==> config.mk <==
export PLATFORM = sky130hd
export DESIGN_NAME = scu_fifo
export DESIGN_NICKNAME = d
export VERILOG_FILES = /design/src/scu_pkg.sv /design/src/scu_fifo.sv
export SDC_FILE = /design/constraint.sdc
export NUM_CORES = 1
export LEC_CHECK = 0
export BUFFER_PORTS_ARGS = -buffer_cell sky130_fd_sc_hd__buf_2
export CAP_MARGIN = 15
export CELL_PAD_IN_SITES_DETAIL_PLACEMENT = 1
export CELL_PAD_IN_SITES_GLOBAL_PLACEMENT = 1
export CORE_UTILIZATION = 45
export DETAILED_ROUTE_END_ITERATION = 12
export MAX_ROUTING_LAYER = met4
export PLACE_DENSITY_LB_ADDON = 0.12
export SYNTH_ARGS = -nofsm -noshare
export SYNTH_HDL_FRONTEND = slang
export SYNTH_SLANG_ARGS = --single-unit
==> constraint.sdc <==
create_clock -name clk_i -period 2.1 [get_ports clk_i]
set_input_delay 0.315 -clock clk_i [delete_from_list [all_inputs] [get_ports clk_i]]
set_output_delay 0.315 -clock clk_i [all_outputs]
set_load 0.01 [all_outputs]
==> src/scu_pkg.sv <==
// ----------------------------------------------------------------------------
// scu_pkg: shared definitions for the sine/cosine Taylor series unit
// Holds fixed-point formats, reduction constants, the coefficient table
// and the rounding Q30 multiply used by the series pipeline.
// ----------------------------------------------------------------------------
package scu_pkg;

  // Series length and angle format.
  localparam int NUM_TERMS       = 9;
  localparam int ANGLE_FRAC_BITS = 24;
  localparam int RED_FRAC        = 44;

  // Width of the series accumulator; the sums stay below 2^35 in magnitude.
  localparam int ACC_W = 40;

  // Range reduction constants at 44 fraction bits.
  localparam logic signed [63:0] PI_Q44     = 64'sh0000_3243_F6A8_885A;
  localparam logic signed [63:0] TWO_PI_Q44 = 64'sh0000_6487_ED51_10B4;

  // Reciprocal of 2*pi scaled by 2^32, used to estimate the turn count.
  localparam logic [29:0] RECIP_2PI = 30'd683565276;
  localparam int K_W = 16;

  // Queue between the front and the back.
  localparam int FIFO_DEPTH = 4;
  localparam int FIFO_AW    = $clog2(FIFO_DEPTH);

  typedef logic signed [ACC_W-1:0] acc_t;

  // Reduced work item passed from the front to the back.
  typedef struct packed {
    logic              cmd;
    logic signed [31:0] y;
  } scu_item_t;

  // Operand clamps of the Q30 multiply.
  localparam logic [ACC_W-1:0] LIM_A = ACC_W'((64'd1 << 34) - 64'd1);
  localparam logic [ACC_W-1:0] LIM_B = ACC_W'((64'd1 << 30) - 64'd1);

  // Coefficients 4^n/n! in Q30.
  function automatic logic [33:0] coef_mag(input logic [4:0] idx);
    logic [33:0] v;
    unique case (idx)
      5'd0:    v = 34'd1073741824;
      5'd1:    v = 34'd4294967296;
      5'd2:    v = 34'd8589934592;
      5'd3:    v = 34'd11453246123;
      5'd4:    v = 34'd11453246123;
      5'd5:    v = 34'd9162596898;
      5'd6:    v = 34'd6108397932;
      5'd7:    v = 34'd3490513104;
      5'd8:    v = 34'd1745256552;
      5'd9:    v = 34'd775669579;
      5'd10:   v = 34'd310267831;
      5'd11:   v = 34'd112824666;
      5'd12:   v = 34'd37608222;
      5'd13:   v = 34'd11571761;
      5'd14:   v = 34'd3306217;
      5'd15:   v = 34'd881658;
      5'd16:   v = 34'd220414;
      5'd17:   v = 34'd51862;
      5'd18:   v = 34'd11525;
      5'd19:   v = 34'd2426;
      5'd20:   v = 34'd485;
      5'd21:   v = 34'd92;
      5'd22:   v = 34'd17;
      5'd23:   v = 34'd3;
      default: v = '0;
    endcase
    return v;
  endfunction

  // Signed coefficient of series term; cmd low picks the odd (sine) powers.
  function automatic acc_t signed_coef(input int term, input logic cmd);
    logic [4:0] idx;
    acc_t       v;
    idx = cmd ? 5'(2 * term) : 5'(2 * term + 1);
    v   = acc_t'({{(ACC_W-34){1'b0}}, coef_mag(idx)});
    return term[0] ? -v : v;
  endfunction

  // Q30 product with clamped operands, magnitude rounded half up.
  function automatic acc_t qmul(input acc_t a, input acc_t b);
    logic             neg;
    logic [ACC_W-1:0] ma;
    logic [ACC_W-1:0] mb;
    logic [33:0]      ca;
    logic [29:0]      cb;
    logic [63:0]      p;
    acc_t             pm;
    neg = a[ACC_W-1] ^ b[ACC_W-1];
    ma  = a[ACC_W-1] ? ACC_W'(-a) : ACC_W'(a);
    mb  = b[ACC_W-1] ? ACC_W'(-b) : ACC_W'(b);
    ca  = (ma > LIM_A) ? '1 : ma[33:0];
    cb  = (mb > LIM_B) ? '1 : mb[29:0];
    p   = 64'(ca) * 64'(cb) + (64'd1 << 29);
    pm  = acc_t'({{(ACC_W-34){1'b0}}, p[63:30]});
    return neg ? -pm : pm;
  endfunction

endpackage

==> src/scu_fifo.sv <==
// ----------------------------------------------------------------------------
// scu_fifo: short queue between front and back
// A small register queue that lets the reduction and the series stall
// independently of each other.
// ----------------------------------------------------------------------------
module scu_fifo (
  input  logic               clk_i,
  input  logic               rst_ni,
  input  logic               push_i,
  input  scu_pkg::scu_item_t push_item_i,
  output logic               full_o,
  input  logic               pop_i,
  output scu_pkg::scu_item_t pop_item_o,
  output logic               empty_o
);

  scu_pkg::scu_item_t mem_q [scu_pkg::FIFO_DEPTH];

  logic [scu_pkg::FIFO_AW-1:0] wr_q, rd_q;
  logic [scu_pkg::FIFO_AW:0]   count_q;

  assign full_o     = (count_q == (scu_pkg::FIFO_AW+1)'(scu_pkg::FIFO_DEPTH));
  assign empty_o    = (count_q == '0);
  assign pop_item_o = mem_q[rd_q];

  // Pointers and fill count.
  always_ff @(posedge clk_i or negedge rst_ni) begin
    if (!rst_ni) begin
      wr_q    <= '0;
      rd_q    <= '0;
      count_q <= '0;
    end else begin
      if (push_i) begin
        wr_q <= wr_q + 1'b1;
      end
      if (pop_i) begin
        rd_q <= rd_q + 1'b1;
      end
      if (push_i && !pop_i) begin
        count_q <= count_q + 1'b1;
      end else if (pop_i && !push_i) begin
        count_q <= count_q - 1'b1;
      end
    end
  end

  // Storage.
  always_ff @(posedge clk_i) begin
    if (push_i) begin
      mem_q[wr_q] <= push_item_i;
    end
  end

`ifndef NO_ASSERTIONS
  a_no_overflow: assert property (@(posedge clk_i) disable iff (!rst_ni)
    push_i |-> !full_o) else $error("queue written while full");
  a_no_underflow: assert property (@(posedge clk_i) disable iff (!rst_ni)
    pop_i |-> !empty_o) else $error("queue read while empty");
  a_count_up: assert property (@(posedge clk_i) disable iff (!rst_ni)
    (push_i && !pop_i) |=> count_q == $past(count_q) + 1'b1)
    else $error("queue count did not follow a write");
`endif

endmodule

After elaboration in Yosys (flattened, before gate mapping)

Memory sizes are Yosys's and may differ from the RTL's.
Cells that the tools add are included.

Add/sub/neg operators: 4
Equality and inequality tests: 1
Mux-type cells: 4
Reduce and logical (&&, ||, !) cells: 6

Operator list:

| cell                | number |
|---|---|
| $mux 3              | 2 |
| $add 2x1->2 const B | 2 |
| $add 3x1->3 const B | 1 |
| $eq 3x3->1 const B  | 1 |
| $logic_not 3->1     | 1 |
| $sub 3x1->3 const B | 1 |
| $logic_and 1x1->1   | 2 |
| $logic_not 1->1     | 2 |
| $mux 1              | 2 |
| $reduce_bool 2->1   | 1 |

Register bits after elaboration: 7
Bits in writable memories: 132
Output and inout port bits: 35
Word-level logic and storage cells: 19
Memories kept: 1

Memories:

| name  | depth | width | rd ports | clocked after Yosys merged registers in | write ports | line           | text |
|---|---|---|---|---|---|---|---|
| mem_q | 4     | 33    | 1        | 0                                       | 1           | scu_fifo.sv:17 | `scu_pkg::scu_item_t mem_q [scu_pkg::FIFO_DEPTH];` |

Longest topological paths before layout

Depth in word-level cells: 4
Depth in mapped cells: 7
Gate-level depth less buffers: 7

Worst setup path before layout

OpenSTA, ideal clock, no wires.

Path kind: register to register
Start point: register wr_q[0] (netlist bit)
End point: memory mem_q[2][0] (netlist bit), enable pin
Library setup time: 0.393 ns
Arrival: 1.427 ns
Data required time: 1.707 ns
Setup slack: 0.280 ns
Cell stages (with the launch flop): 4
Buffers on the path: 0
Cells stage by stage: dfrtp_1 > inv_1 > ha_1 > and2_1

RTL lines:

| element                  | line           | text |
|---|---|---|
| start: declaration       | scu_fifo.sv:19 | `logic [scu_pkg::FIFO_AW-1:0] wr_q, rd_q;` |
| start signal: assignment | scu_fifo.sv:34 | `wr_q <= wr_q + 1'b1;` |
| end: declaration         | scu_fifo.sv:17 |  |

Straight into the memory's write port.

==> qor.yml <==
dieArea_sq_um: 12010
synthCells: 207
fin_cells: 452
fin_tns_setup_ns: 0
outcome: "completed"
cp_max_fo: 21
grt_pass1_vias: 2599
use_met2: 0.2700
antenna_found_initial: 0
start_util: 0.4701
cpMaxStageDelayCell: "mux4_2"
io_buffers: 71
htree_levels: 4
drv_cap: 0
required_ns: 1.78
min_period_ns: 2.047
crit_arrival_ns: 1.73
path_class: "flip-flop to output port"
fin_area_sq_um: 6412
clk_latency_ns: 0.41
yosysTopAreaCellShare: 0.7612
power-per-cell-area_nw_per_um2: 1436
clkPwrFrac: 0.295
n_fill_cell: 952
dr.pass1.iters: 4
clk_pin_slew_ns: 0.05
synth_xor_area_frac: 0.01009
drv_slew: 0
post_cts_buffers: 0
dpl_cell_area_sq_um: 5804
viasPerCell: 5.164
core_sq_um: 11080
via_count: 2334
grt_pass1_wl_um: 13720
synth_top_family_by_area: "multiplexers"
whs_ns: 0.1110
final-hold-violation-count: 0
gp_congestion: 0.6409
pwr-share-comb: 0.289
yosysSeqAreaShare: 0.7948
ioPinCount: 72
hold_class: "primary input to flip-flop"
setup_viol: 0
grt_start_max_net_pins: 30
grtUsageMet1: 0.2000
root_buffer: "clkbuf_16"
worstSetupStartpointType: "flip-flop"
dpl.hpwl_um: 5544
met3_usage: 0.05572
busiest_layer: "met2"
synth_area_per_cell_sq_um: 25.16
rsz0062_at_grt: "yes"
sw_frac_of_total: 0.2684
cts.sinks: 139
rows: 38
p_seq_frac: 0.416
cts_buffers: 17
max_stage_delay_ns: 0.55
slew_headroom: 0.7465
antenna_left: 0
synth_warnings: 0
diodes: 0
cts_tree: "yes"
total_power_w: 0.009211
synth.distinct_cells: 19
wl_per_cell_um: 19.27
period_share: 0.9748
fmax_mhz: 488.5
drc: 0
critPathCaptureType: "output port"
grt_usage: 0.1703
num-nets-final: 343
overflow: 0
synthSimpleGateAreaFrac: 0.009370
drt_wl_total_um: 8710
vdd_ir_drop_max_mv: 0.7711
tightest_slew_ns: 0.3803
area_growth_pct: 23.14
synth_compound_area_frac: 0.0009611
syn-cell-area_sq_um: 5207
synthAdderAreaFrac: 0.01586
synth_nets: 250
yosys-top-cells-area: "edfxtp_1, mux4_2, dfrtp_1"
cts_buffer_depth: 2
ys_seq_elements: 139
die_h_um: 109.6
die_w_um: 109.6
drive_gt1_frac: 0.4583
muxShareOfSynthArea: 0.1485
worstPathCellList: "buf_12, mux4_2, buf_6"
place_inst: 420
synth_top_area_cell: "edfxtp_1"
p_int_w: 0.006739
drtIter0Drc: 113
p_sw_w: 0.002472
finClkSkew_ns: 0.004233
p_leak_nw: 2.287
==> repair_timing <==
item | CTS | global route
resized for setup | 0 | 11
endpoints found under the hold margin | 7 | 0
hold buffers | 1 | 0
setup endpoints to repair | 0 | 14
==> metrics by stage <==
step / worst slack [ns] / util
floorplan: 0.2799 / -
global placement: 0.4638 / 0.5239
detailed placement: 0.4599 / 0.5239
CTS: 0.008024 / 0.5735
global route: -0.02372 / 0.5788
finish: 0.05302 / 0.5788
==> critical path: cells and delay by family, from the launching register on <==
family	cells	cell delay (ns)
DFF	1	0.41
buffers and inverters	2	0.35
muxes	1	0.55
==> cell usage in the layout (no fill, tap or decap) <==
master / synthesis / final
inv_1: 4 / 4
nor3b_1: 1 / 1
mux4_2: 28 / 29
buf_4: 0 / 4
buf_12: 3 / 6
dfrtp_2: 0 / 2
bufinv_16: 0 / 2
xor2_1: 4 / 4
nor3_1: 1 / 1
mux2_2: 1 / 1
dlygate4sd3_1: 0 / 1
dfrtp_1: 7 / 5
nor2_1: 1 / 1
buf_6: 1 / 10
and2_2: 0 / 4
clkinv_1: 0 / 3
clkbuf_1: 0 / 2
clkinv_2: 0 / 7
xnor2_1: 2 / 2
ha_1: 5 / 5
fa_1: 1 / 1
nand2_1: 2 / 2
o21ai_0: 1 / 1
edfxtp_1: 132 / 132
mux4_1: 5 / 4
clkbuf_16: 0 / 17
buf_2: 4 / 61
==> Yosys cell counts <==
library cell,n
buf_12,3
xnor2_1,2
nor2_1,1
edfxtp_1,132
mux4_1,5
nor3_1,1
mux2_2,1
inv_1,4
xor2_1,4
buf_6,1
dfrtp_1,7
nand2_1,2
buf_2,4
fa_1,1
nor3b_1,1
o21ai_0,1
and2_1,4
mux4_2,28
ha_1,5
==> registers in the layout, indices dropped and copies added, names as in the netlist <==
name	cells
rd_q	2
wr_q	2
mem_q	132
count_q	3
==> logic make-up (layout without fill, tap and decap cells) <==
family,after synthesis,in the layout
XOR/XNOR,6,6
AND/OR/NAND/NOR,9,9
flip-flops,139,139
adder cells (fa/ha/maj),6,6
multiplexers,34,34
buffers and inverters,12,117
AO/OA/AOI/OAI,1,1
==> worst paths after layout <==
| path | start | to | slack [ns] | cells after the start |
|---|---|---|---|---|
| min in group asynchronous | rst_ni | rd_q[1]$_DFFE_PN0P_ | 0.26 | 2 |
| max in group asynchronous | rst_ni | rd_q[0]$_DFFE_PN0P_ | 1.66 | 2 |
| min reg2reg | count_q[2]$_DFFE_PN0P_ | count_q[2]$_DFFE_PN0P_ | 0.49 | 1 |
| min | pop_i | rd_q[0]$_DFFE_PN0P_ | 0.11 | 2 |
| max | rd_q[0]$_DFFE_PN0P_ | pop_item_o[5] | 0.05 | 3 |
| max reg2reg | wr_q[0]$_DFFE_PN0P_ | mem_q[0][2]$_DFFE_PP_ | 0.54 | 4 |
==> cell type report <==
cell class,count,area [sq um],area share
Timing Repair Buffer,82,578.1,0.09015
Inverter,4,15.01,0.002341
Sequential cell,139,4141,0.6459
Multi-Input combinational cell,56,963.4,0.1502
Clock inverter,12,106.4,0.01659
Tap cell,140,175.2,0.02732
Clock buffer,19,432.9,0.06751
==> power groups by stage <==
stage / Sequential, W / Clock [W] / Combinational (W)
2_1_floorplan: 0.00381 / 0 / 0.00173
3_3_place_gp: 0.00387 / 0 / 0.00255
3_5_place_dp: 0.00390 / 0 / 0.00257
4_1_cts: 0.00384 / 0.00279 / 0.00258
5_1_grt: 0.00389 / 0.00290 / 0.00289
6_report: 0.00383 / 0.00272 / 0.00266
==> metal layers <==
metal	part of all wire	vias to the layer above	wire [um]
li1	-	1051	-
met1	0.43	1205	3710
met2	0.51	61	4434
met3	0.047	17	406
met4	0.018	0	159
met5	0	-	0
Note: power is estimated with default switching activity, not from simulation.
