[src/scu_pkg.sv]
// ----------------------------------------------------------------------------
// scu_pkg: shared definitions for the sine/cosine Taylor series unit
// Holds fixed-point formats, reduction constants, the coefficient table
// and the rounding Q30 multiply used by the series pipeline.
// ----------------------------------------------------------------------------
package scu_pkg;

  // Series length and angle format.
  localparam int NUM_TERMS       = 9;
  localparam int ANGLE_FRAC_BITS = 24;
  localparam int RED_FRAC        = 44;

  // Width of the series accumulator; the sums stay below 2^35 in magnitude.
  localparam int ACC_W = 40;

  // Range reduction constants at 44 fraction bits.
  localparam logic signed [63:0] PI_Q44     = 64'sh0000_3243_F6A8_885A;
  localparam logic signed [63:0] TWO_PI_Q44 = 64'sh0000_6487_ED51_10B4;

  // Reciprocal of 2*pi scaled by 2^32, used to estimate the turn count.
  localparam logic [29:0] RECIP_2PI = 30'd683565276;
  localparam int K_W = 16;

  // Queue between the front and the back.
  localparam int FIFO_DEPTH = 4;
  localparam int FIFO_AW    = $clog2(FIFO_DEPTH);

  typedef logic signed [ACC_W-1:0] acc_t;

  // Reduced work item passed from the front to the back.
  typedef struct packed {
    logic              cmd;
    logic signed [31:0] y;
  } scu_item_t;

  // Operand clamps of the Q30 multiply.
  localparam logic [ACC_W-1:0] LIM_A = ACC_W'((64'd1 << 34) - 64'd1);
  localparam logic [ACC_W-1:0] LIM_B = ACC_W'((64'd1 << 30) - 64'd1);

  // Coefficients 4^n/n! in Q30.
  function automatic logic [33:0] coef_mag(input logic [4:0] idx);
    logic [33:0] v;
    unique case (idx)
      5'd0:    v = 34'd1073741824;
      5'd1:    v = 34'd4294967296;
      5'd2:    v = 34'd8589934592;
      5'd3:    v = 34'd11453246123;
      5'd4:    v = 34'd11453246123;
      5'd5:    v = 34'd9162596898;
      5'd6:    v = 34'd6108397932;
      5'd7:    v = 34'd3490513104;
      5'd8:    v = 34'd1745256552;
      5'd9:    v = 34'd775669579;
      5'd10:   v = 34'd310267831;
      5'd11:   v = 34'd112824666;
      5'd12:   v = 34'd37608222;
      5'd13:   v = 34'd11571761;
      5'd14:   v = 34'd3306217;
      5'd15:   v = 34'd881658;
      5'd16:   v = 34'd220414;
      5'd17:   v = 34'd51862;
      5'd18:   v = 34'd11525;
      5'd19:   v = 34'd2426;
      5'd20:   v = 34'd485;
      5'd21:   v = 34'd92;
      5'd22:   v = 34'd17;
      5'd23:   v = 34'd3;
      default: v = '0;
    endcase
    return v;
  endfunction

  // Signed coefficient of series term; cmd low picks the odd (sine) powers.
  function automatic acc_t signed_coef(input int term, input logic cmd);
    logic [4:0] idx;
    acc_t       v;
    idx = cmd ? 5'(2 * term) : 5'(2 * term + 1);
    v   = acc_t'({{(ACC_W-34){1'b0}}, coef_mag(idx)});
    return term[0] ? -v : v;
  endfunction

  // Q30 product with clamped operands, magnitude rounded half up.
  function automatic acc_t qmul(input acc_t a, input acc_t b);
    logic             neg;
    logic [ACC_W-1:0] ma;
    logic [ACC_W-1:0] mb;
    logic [33:0]      ca;
    logic [29:0]      cb;
    logic [63:0]      p;
    acc_t             pm;
    neg = a[ACC_W-1] ^ b[ACC_W-1];
    ma  = a[ACC_W-1] ? ACC_W'(-a) : ACC_W'(a);
    mb  = b[ACC_W-1] ? ACC_W'(-b) : ACC_W'(b);
    ca  = (ma > LIM_A) ? '1 : ma[33:0];
    cb  = (mb > LIM_B) ? '1 : mb[29:0];
    p   = 64'(ca) * 64'(cb) + (64'd1 << 29);
    pm  = acc_t'({{(ACC_W-34){1'b0}}, p[63:30]});
    return neg ? -pm : pm;
  endfunction

endpackage

[src/scu_front.sv]
// ----------------------------------------------------------------------------
// scu_front: angle range reduction
// Takes input words, reduces the angle into [-pi, pi) and scales it to
// y = x/4 in Q30, then pushes the reduced word into the queue.
// ----------------------------------------------------------------------------
module scu_front (
  input  logic                clk_i,
  input  logic                rst_ni,
  input  logic                in_valid_i,
  output logic                in_ready_o,
  input  logic                command_i,
  input  logic signed [31:0]  angle_i,
  output logic                push_o,
  output scu_pkg::scu_item_t  push_item_o,
  input  logic                full_i
);

  localparam int F = scu_pkg::ANGLE_FRAC_BITS;

  logic en;

  logic                v1_q, v2_q, v3_q;
  logic                cmd1_q, cmd2_q;
  logic signed [31:0]  a1_q;
  logic signed [55:0]  prod1_q;
  logic signed [63:0]  s2_q, kp2_q;
  scu_pkg::scu_item_t  item3_q;

  logic signed [23:0]       t_in;
  logic signed [55:0]       prod_d;
  logic signed [55:0]       kr;
  logic signed [scu_pkg::K_W-1:0] k;
  logic signed [63:0]       s_d, kp_d;
  logic signed [63:0]       r0, r, z, yw;

  // The whole front advances unless its last word is blocked by a full queue.
  assign en          = !(v3_q && full_i);
  assign in_ready_o  = en;
  assign push_o      = v3_q && !full_i;
  assign push_item_o = item3_q;

  // Turn count estimate: top angle bits times the reciprocal of 2*pi.
  always_comb begin
    t_in   = angle_i[31:8];
    prod_d = 56'(t_in) * 56'(signed'({1'b0, scu_pkg::RECIP_2PI}));
  end

  // Estimated turn count and the multiple of 2*pi to take away.
  always_comb begin
    kr   = (prod1_q + (56'sd1 <<< (F + 23))) >>> (F + 24);
    k    = kr[scu_pkg::K_W-1:0];
    s_d  = (64'(a1_q) <<< (scu_pkg::RED_FRAC - F)) + scu_pkg::PI_Q44;
    kp_d = 64'(k) * scu_pkg::TWO_PI_Q44;
  end

  // Remainder with a single correction step, then shift to Q30 with rounding.
  always_comb begin
    r0 = s2_q - kp2_q;
    if (r0 < 0) begin
      r = r0 + scu_pkg::TWO_PI_Q44;
    end else if (r0 >= scu_pkg::TWO_PI_Q44) begin
      r = r0 - scu_pkg::TWO_PI_Q44;
    end else begin
      r = r0;
    end
    z  = r - scu_pkg::PI_Q44;
    yw = (z + 64'sd32768) >>> 16;
  end

  // Valid bits of the three front stages.
  always_ff @(posedge clk_i or negedge rst_ni) begin
    if (!rst_ni) begin
      v1_q <= 1'b0;
      v2_q <= 1'b0;
      v3_q <= 1'b0;
    end else if (en) begin
      v1_q <= in_valid_i;
      v2_q <= v1_q;
      v3_q <= v2_q;
    end
  end

  // Stage payloads.
  always_ff @(posedge clk_i) begin
    if (en) begin
      cmd1_q       <= command_i;
      a1_q         <= angle_i;
      prod1_q      <= prod_d;
      cmd2_q       <= cmd1_q;
      s2_q         <= s_d;
      kp2_q        <= kp_d;
      item3_q.cmd  <= cmd2_q;
      item3_q.y    <= yw[31:0];
    end
  end

endmodule

[config.mk]
export PLATFORM = sky130hd
export DESIGN_NAME = scu_front
export DESIGN_NICKNAME = d
export VERILOG_FILES = /design/src/scu_pkg.sv /design/src/scu_front.sv
export SDC_FILE = /design/constraint.sdc
export NUM_CORES = 1
export LEC_CHECK = 0
export ABC_AREA = 1
export BUFFER_PORTS_ARGS = -buffer_cell sky130_fd_sc_hd__buf_2
export CAP_MARGIN = 20
export CORE_MARGIN = 10
export CORE_UTILIZATION = 28
export CTS_CLUSTER_SIZE = 40
export DETAILED_ROUTE_END_ITERATION = 6
export HOLD_SLACK_MARGIN = 0.03
export PLACE_DENSITY = 0.42
export SYNTH_ARGS = -nofsm -noshare
export SYNTH_HDL_FRONTEND = slang
export SYNTH_SLANG_ARGS = --single-unit
[constraint.sdc]
create_clock -name clk_i -period 8.1 [get_ports clk_i]
set_clock_uncertainty 0.1 [all_clocks]
set_input_delay 1.62 -clock clk_i [delete_from_list [all_inputs] [get_ports clk_i]]
set_output_delay 1.62 -clock clk_i [all_outputs]
set_load 0.02 [all_outputs]
# ---- Word-level counts from Yosys, hierarchy flattened
# Index checks and enable logic that the tools add are counted.
dict set report word_totals {
  register_bits 250
  inputBits 37
}
dict set report classes {
  n_addsub 7
  n_reduce_logical 4
  n_mux 2
  n_lt_le_gt_ge 2
  mul 2
}
# operator n
set op_table {}
lappend op_table {{$mux W48} 2}
lappend op_table {{$ge A64 B48 Y1 const B} 1}
lappend op_table {{$lt A64 B1 Y1 const B} 1}
lappend op_table {{$sub A64 B64 Y64} 1}
lappend op_table {{$add A56 B49 Y56 const B} 1}
lappend op_table {{$mul A8 B46 Y54 const B} 1}
lappend op_table {{$add A52 B47 Y53 const B} 1}
lappend op_table {{$mul A24 B29 Y53 const B} 1}
lappend op_table {{$add A48 B17 Y48 const B} 1}
lappend op_table {{$add A48 B48 Y48 const B} 1}
lappend op_table {{$sub A48 B47 Y48 const B} 1}
lappend op_table {{$sub A48 B48 Y48 const B} 1}
lappend op_table {{$logic_and A1 B1 Y1} 2}
lappend op_table {{$logic_not A1 Y1} 2}

# ---- Depth between registers and ports, before layout
dict set report depth {
  ltp_word 6
  ltp_mapped 38
  depth_no_buf 37
}

# ---- Worst setup path before layout
# No wires, ideal clock.
dict set report synth_path {
  path_type {input -> register}
  startpoint {in angle_i[11]}
  endpoint {reg prod1_q[51] (data pin)}
  n_path_buf 0
  path_slack_ps 867
  t_arrival_ps 6868
  cell_stages 21
  t_required_ps 7735
  cell_sequence {fa_1 -> inv_1 -> fa_1 -> fa_1 -> inv_1 -> fa_1 -> inv_1 -> fa_1 -> fa_1 -> inv_1 -> fa_1 -> ha_1 -> a21oi_1 -> o21ai_0 -> a221oi_1 -> nor2_1 -> a41oi_1 -> nand2_1 -> a21oi_1 -> o21ai_0 -> xor2_1}
}
dict set report synth_between {
  elab_chain_cells 1
}
# element line_no
set synth_rtl {}
lappend synth_rtl {{start, declared} scu_front.sv:12} ;# input logic signed [31:0] angle_i,
lappend synth_rtl {{$mul A24 B29 Y53} scu_front.sv:45} ;# prod_d = 56'(t_in) * 56'(signed'({1'b0, scu_pkg::RECIP_2PI}));
lappend synth_rtl {{named net prod_d[51]} scu_front.sv:30} ;# logic signed [55:0] prod_d;
lappend synth_rtl {{end signal, assigned} scu_front.sv:88} ;# prod1_q <= prod_d;
lappend synth_rtl {{end, declared} scu_front.sv:25} ;# logic signed [55:0] prod1_q;
# The timed path passes the listed nets, and every way through them passes these cells.
# A chain may end at the register's enable or synchronous reset.

# ---- Worst setup path in the final report
dict set report layout_path {
  startpoint {reg prod1_q[47]}
  endpoint {reg kp2_q[48] (data pin)}
}
dict set report layout_between {
  elab_chain_cells 2
}
# element line_no
set layout_rtl {}
lappend layout_rtl {{$add A56 B49 Y56} scu_front.sv:50} ;# kr = (prod1_q + (56'sd1 <<< (F + 23))) >>> (F + 24);
lappend layout_rtl {{$mul A8 B46 Y54} scu_front.sv:53} ;# kp_d = 64'(k) * scu_pkg::TWO_PI_Q44;
lappend layout_rtl {{named net kp_d[48]} scu_front.sv:33} ;# logic signed [63:0] s_d, kp_d;
lappend layout_rtl {{end signal, assigned} scu_front.sv:91} ;# kp2_q <= kp_d;
lappend layout_rtl {{end, declared} scu_front.sv:26} ;# logic signed [63:0] s2_q, kp2_q;
# The timed path passes the listed nets, and every way through them passes these cells.

==> metrics.cfg <==
[global_route]
grt_pass1_vias=29000
gr-usage-met2_pct=30.5
grt_busiest_layer=met2
grtUsageTotal_pct=17.8
grt_max_degree=67
gr-total-overflow=0
grt.met3_usage_pct=1.90
antenna_found_initial=5
grt_pass1_wl_mm=179
met1_usage_pct=24.1

[floorplanning]
core-area_mm2=0.117
fp.dieH_um=364
dieWidth_um=364
rows=125
start_util_pct=28.3
ioPinCount=72
die-area_mm2=0.132

[logic_synthesis]
yosys_most_used_dff=edfxtp_1
synth_seq_area_share_pct=14.9
synth.net_count=5360
async_flop_share_pct=1.82
synth_edf_count=162
synthTopCellsByArea=ha_1 (18%), fa_1 (18%), edfxtp_1 (15%)
synth_top_area_cell=ha_1
yosys_warnings=0
synth_seq_cells=165
syn_avg_cell_area_um2=7.25
yosys.area.top_type_share_pct=17.8
yosys.cell_types.count=64
syn_inst=4559
synthesis.area_mm2=0.0330

[final_layout]
fin_nets=5470
final_common_cell=nand2_1
final_util_pct=30.9
mostFrequentLayoutCells=nand2_1 (1,203), inv_1 (912), ha_1 (471), nor2_1 (385), nand3_1 (294)
layout-drive-gt1-share_pct=7.69
synthToLayoutAreaGrowth_pct=9.24

[setup_path]
end_kind=flop
crit_fanout=7
rr_worst_depth=32
crit_start=prod1_q[47]$_DFFE_PN_
reg2reg_slack_ns=0.68
setup.worst_path.end=kp2_q[48]$_DFFE_PN_
cp.depth=32
worst_path_dominant_cell_family=compound AO/OA/AOI/OAI gates
critPathMaxStageDelay_ns=0.54
r2r_end=kp2_q[48]$_DFFE_PN_
crit_top_cell=nand2_1
cp.required_ns=8.25
worstSetupPathType=reg -> reg
reg2reg_from=prod1_q[47]$_DFFE_PN_
startpoint_type=flop
cp_slowest_cell=fa_1
critPathArrivalTime_ns=7.57
crit_buf_inv=6

[timing]
finalCritPeriodShare_pct=91.6
max_slew.worst_pin.slew_ns=1.09
period_minus_slack_ns=7.42
rsz0062_at_grt=false
setup_violations=0
tns_ns=0
hold_viol_final=0
slew_headroom_pct=26.7
finalMaxSlewViolations=0
fmax_ghz=0.135

[place]
port_buffers=71
place_congestion=0.928
dp_hpwl_mm=103

[drt]
dr.first_iter.drc_count=1785
route.detailed.wl_per_inst_um=18.9
viasPerCell=4.64
num_vias=28800
ant_nets=0
drc=0
routed_wl_mm=117
firstDrtPassIters=5

[clock_tree]
holdBufCountCts=0
insertion_delay_ns=0.52
cts.clk_slew.worst_paths_ns=0.08
ctsRootBufferMaster=clkbuf_16
cts_setup_buffers=0
h-tree-depth=4
cts_tree=yes
numClockSinks=165
clockBufferDepth=2
cts.repair.resized=0
numCtsBuffers=17

[worst_hold_path]
hold_path.class=reg -> reg

[status]
status=complete, no violations

[run]
maxCapViolCount=0

synth_stat cells, types with 5 or more instances:
cell / number
a21boi_0: 15
a21oi_1: 166
a31oi_1: 24
buf_2: 6
buf_6: 6
clkbuf_1: 7
edfxtp_1: 162
fa_1: 293
ha_1: 471
inv_1: 912
inv_2: 30
nand2_1: 1204
nand2_2: 77
nand2_4: 9
nand3_1: 294
nand3_2: 22
nand3b_1: 15
nand4_1: 58
nor2_1: 385
nor2_2: 41
nor2_4: 11
nor3_1: 34
nor4_1: 6
o211ai_1: 10
o21a_1: 7
o21ai_0: 85
o21ai_1: 6
o21bai_1: 9
o221ai_1: 6
o31ai_1: 5
or2_2: 7
xnor2_1: 31
xor2_1: 87
kinds of logic (layout without fill, tap and decap cells):
logic type,after synthesis,in the layout,share of synthesized area [%]
compound gates,363,363,6.31
xor+xnor,119,119,3.21
fa+ha+maj,764,764,35.6
buf+inv,971,1094,11.2
flops,165,165,14.9
mux,1,1,0.0341
other cells,0,1,0
simple gates,2176,2176,28.7
layer usage:
metal | part of all wire (%) | vias to the layer above
met4 | 1.6 | 2
met5 | 0.015 | -
met3 | 2.9 | 76
li1 | - | 14600
met2 | 47 | 462
met1 | 48 | 13600
sequential cells by signal (all words and copies together) (netlist names), 8 cells and up:
signal       count
kp2_q           54
push_item_o     33
s2_q            33
a1_q            32
prod1_q          8
metrics by stage:
step	hold slack (ns)	worst slack, ns	std cells	instance area (µm²)
detailed placement	0.316	0.189	6174	35500
CTS	0.325	0.721	6206	36100
global route	0.339	0.138	6206	36100
global placement	0.303	0.251	6174	35500
floorplan	0.300	0.867	4559	33000
finish	0.327	0.681	6207	36100
cell type report:
| cell class | instances | area, µm² |
|---|---|---|
| antenna | 1 | 2.50 |
| clock buffer | 17 | 425 |
| clock inverter | 15 | 178 |
| fill | 13000 | 80600 |
| inverter | 946 | 3550 |
| multi-input combinational | 3423 | 24400 |
| sequential | 165 | 4940 |
| tap | 1524 | 1910 |
| timing repair buffer | 116 | 693 |
worst reg2reg max path, delay by kind of cell (launching register included):
kind | cells | cell delay (ns)
DFF | 1 | 0.42
adders and majority gates | 5 | 1.99
xor gates and xnor gates | 2 | 0.45
AOI/OAI and AO/OA | 11 | 2.69
buffers and inverters | 6 | 0.80
and+or+nand+nor | 8 | 0.74
how the worst min path moves through the flow:
| stage | start | endpoint | slack, ns | cells past startpoint |
|---|---|---|---|---|
| CTS | cmd2_q$_DFFE_PN_ | push_item_o[32]$_DFFE_PN_ | 0.32 | 0 |
| detailed placement | a1_q[0]$_DFFE_PN_ | s2_q[20]$_DFFE_PN_ | 0.32 | 0 |
| global placement | cmd2_q$_DFFE_PN_ | push_item_o[32]$_DFFE_PN_ | 0.30 | 0 |
| global route | a1_q[0]$_DFFE_PN_ | s2_q[20]$_DFFE_PN_ | 0.34 | 0 |
| floorplan | cmd1_q$_DFFE_PN_ | cmd2_q$_DFFE_PN_ | 0.30 | 0 |
| finish | cmd2_q$_DFFE_PN_ | push_item_o[32]$_DFFE_PN_ | 0.33 | 0 |
Power is left out: the tool's default activity adds up to more than one toggle a clock period on the data nets, which glitch-free logic cannot reach.
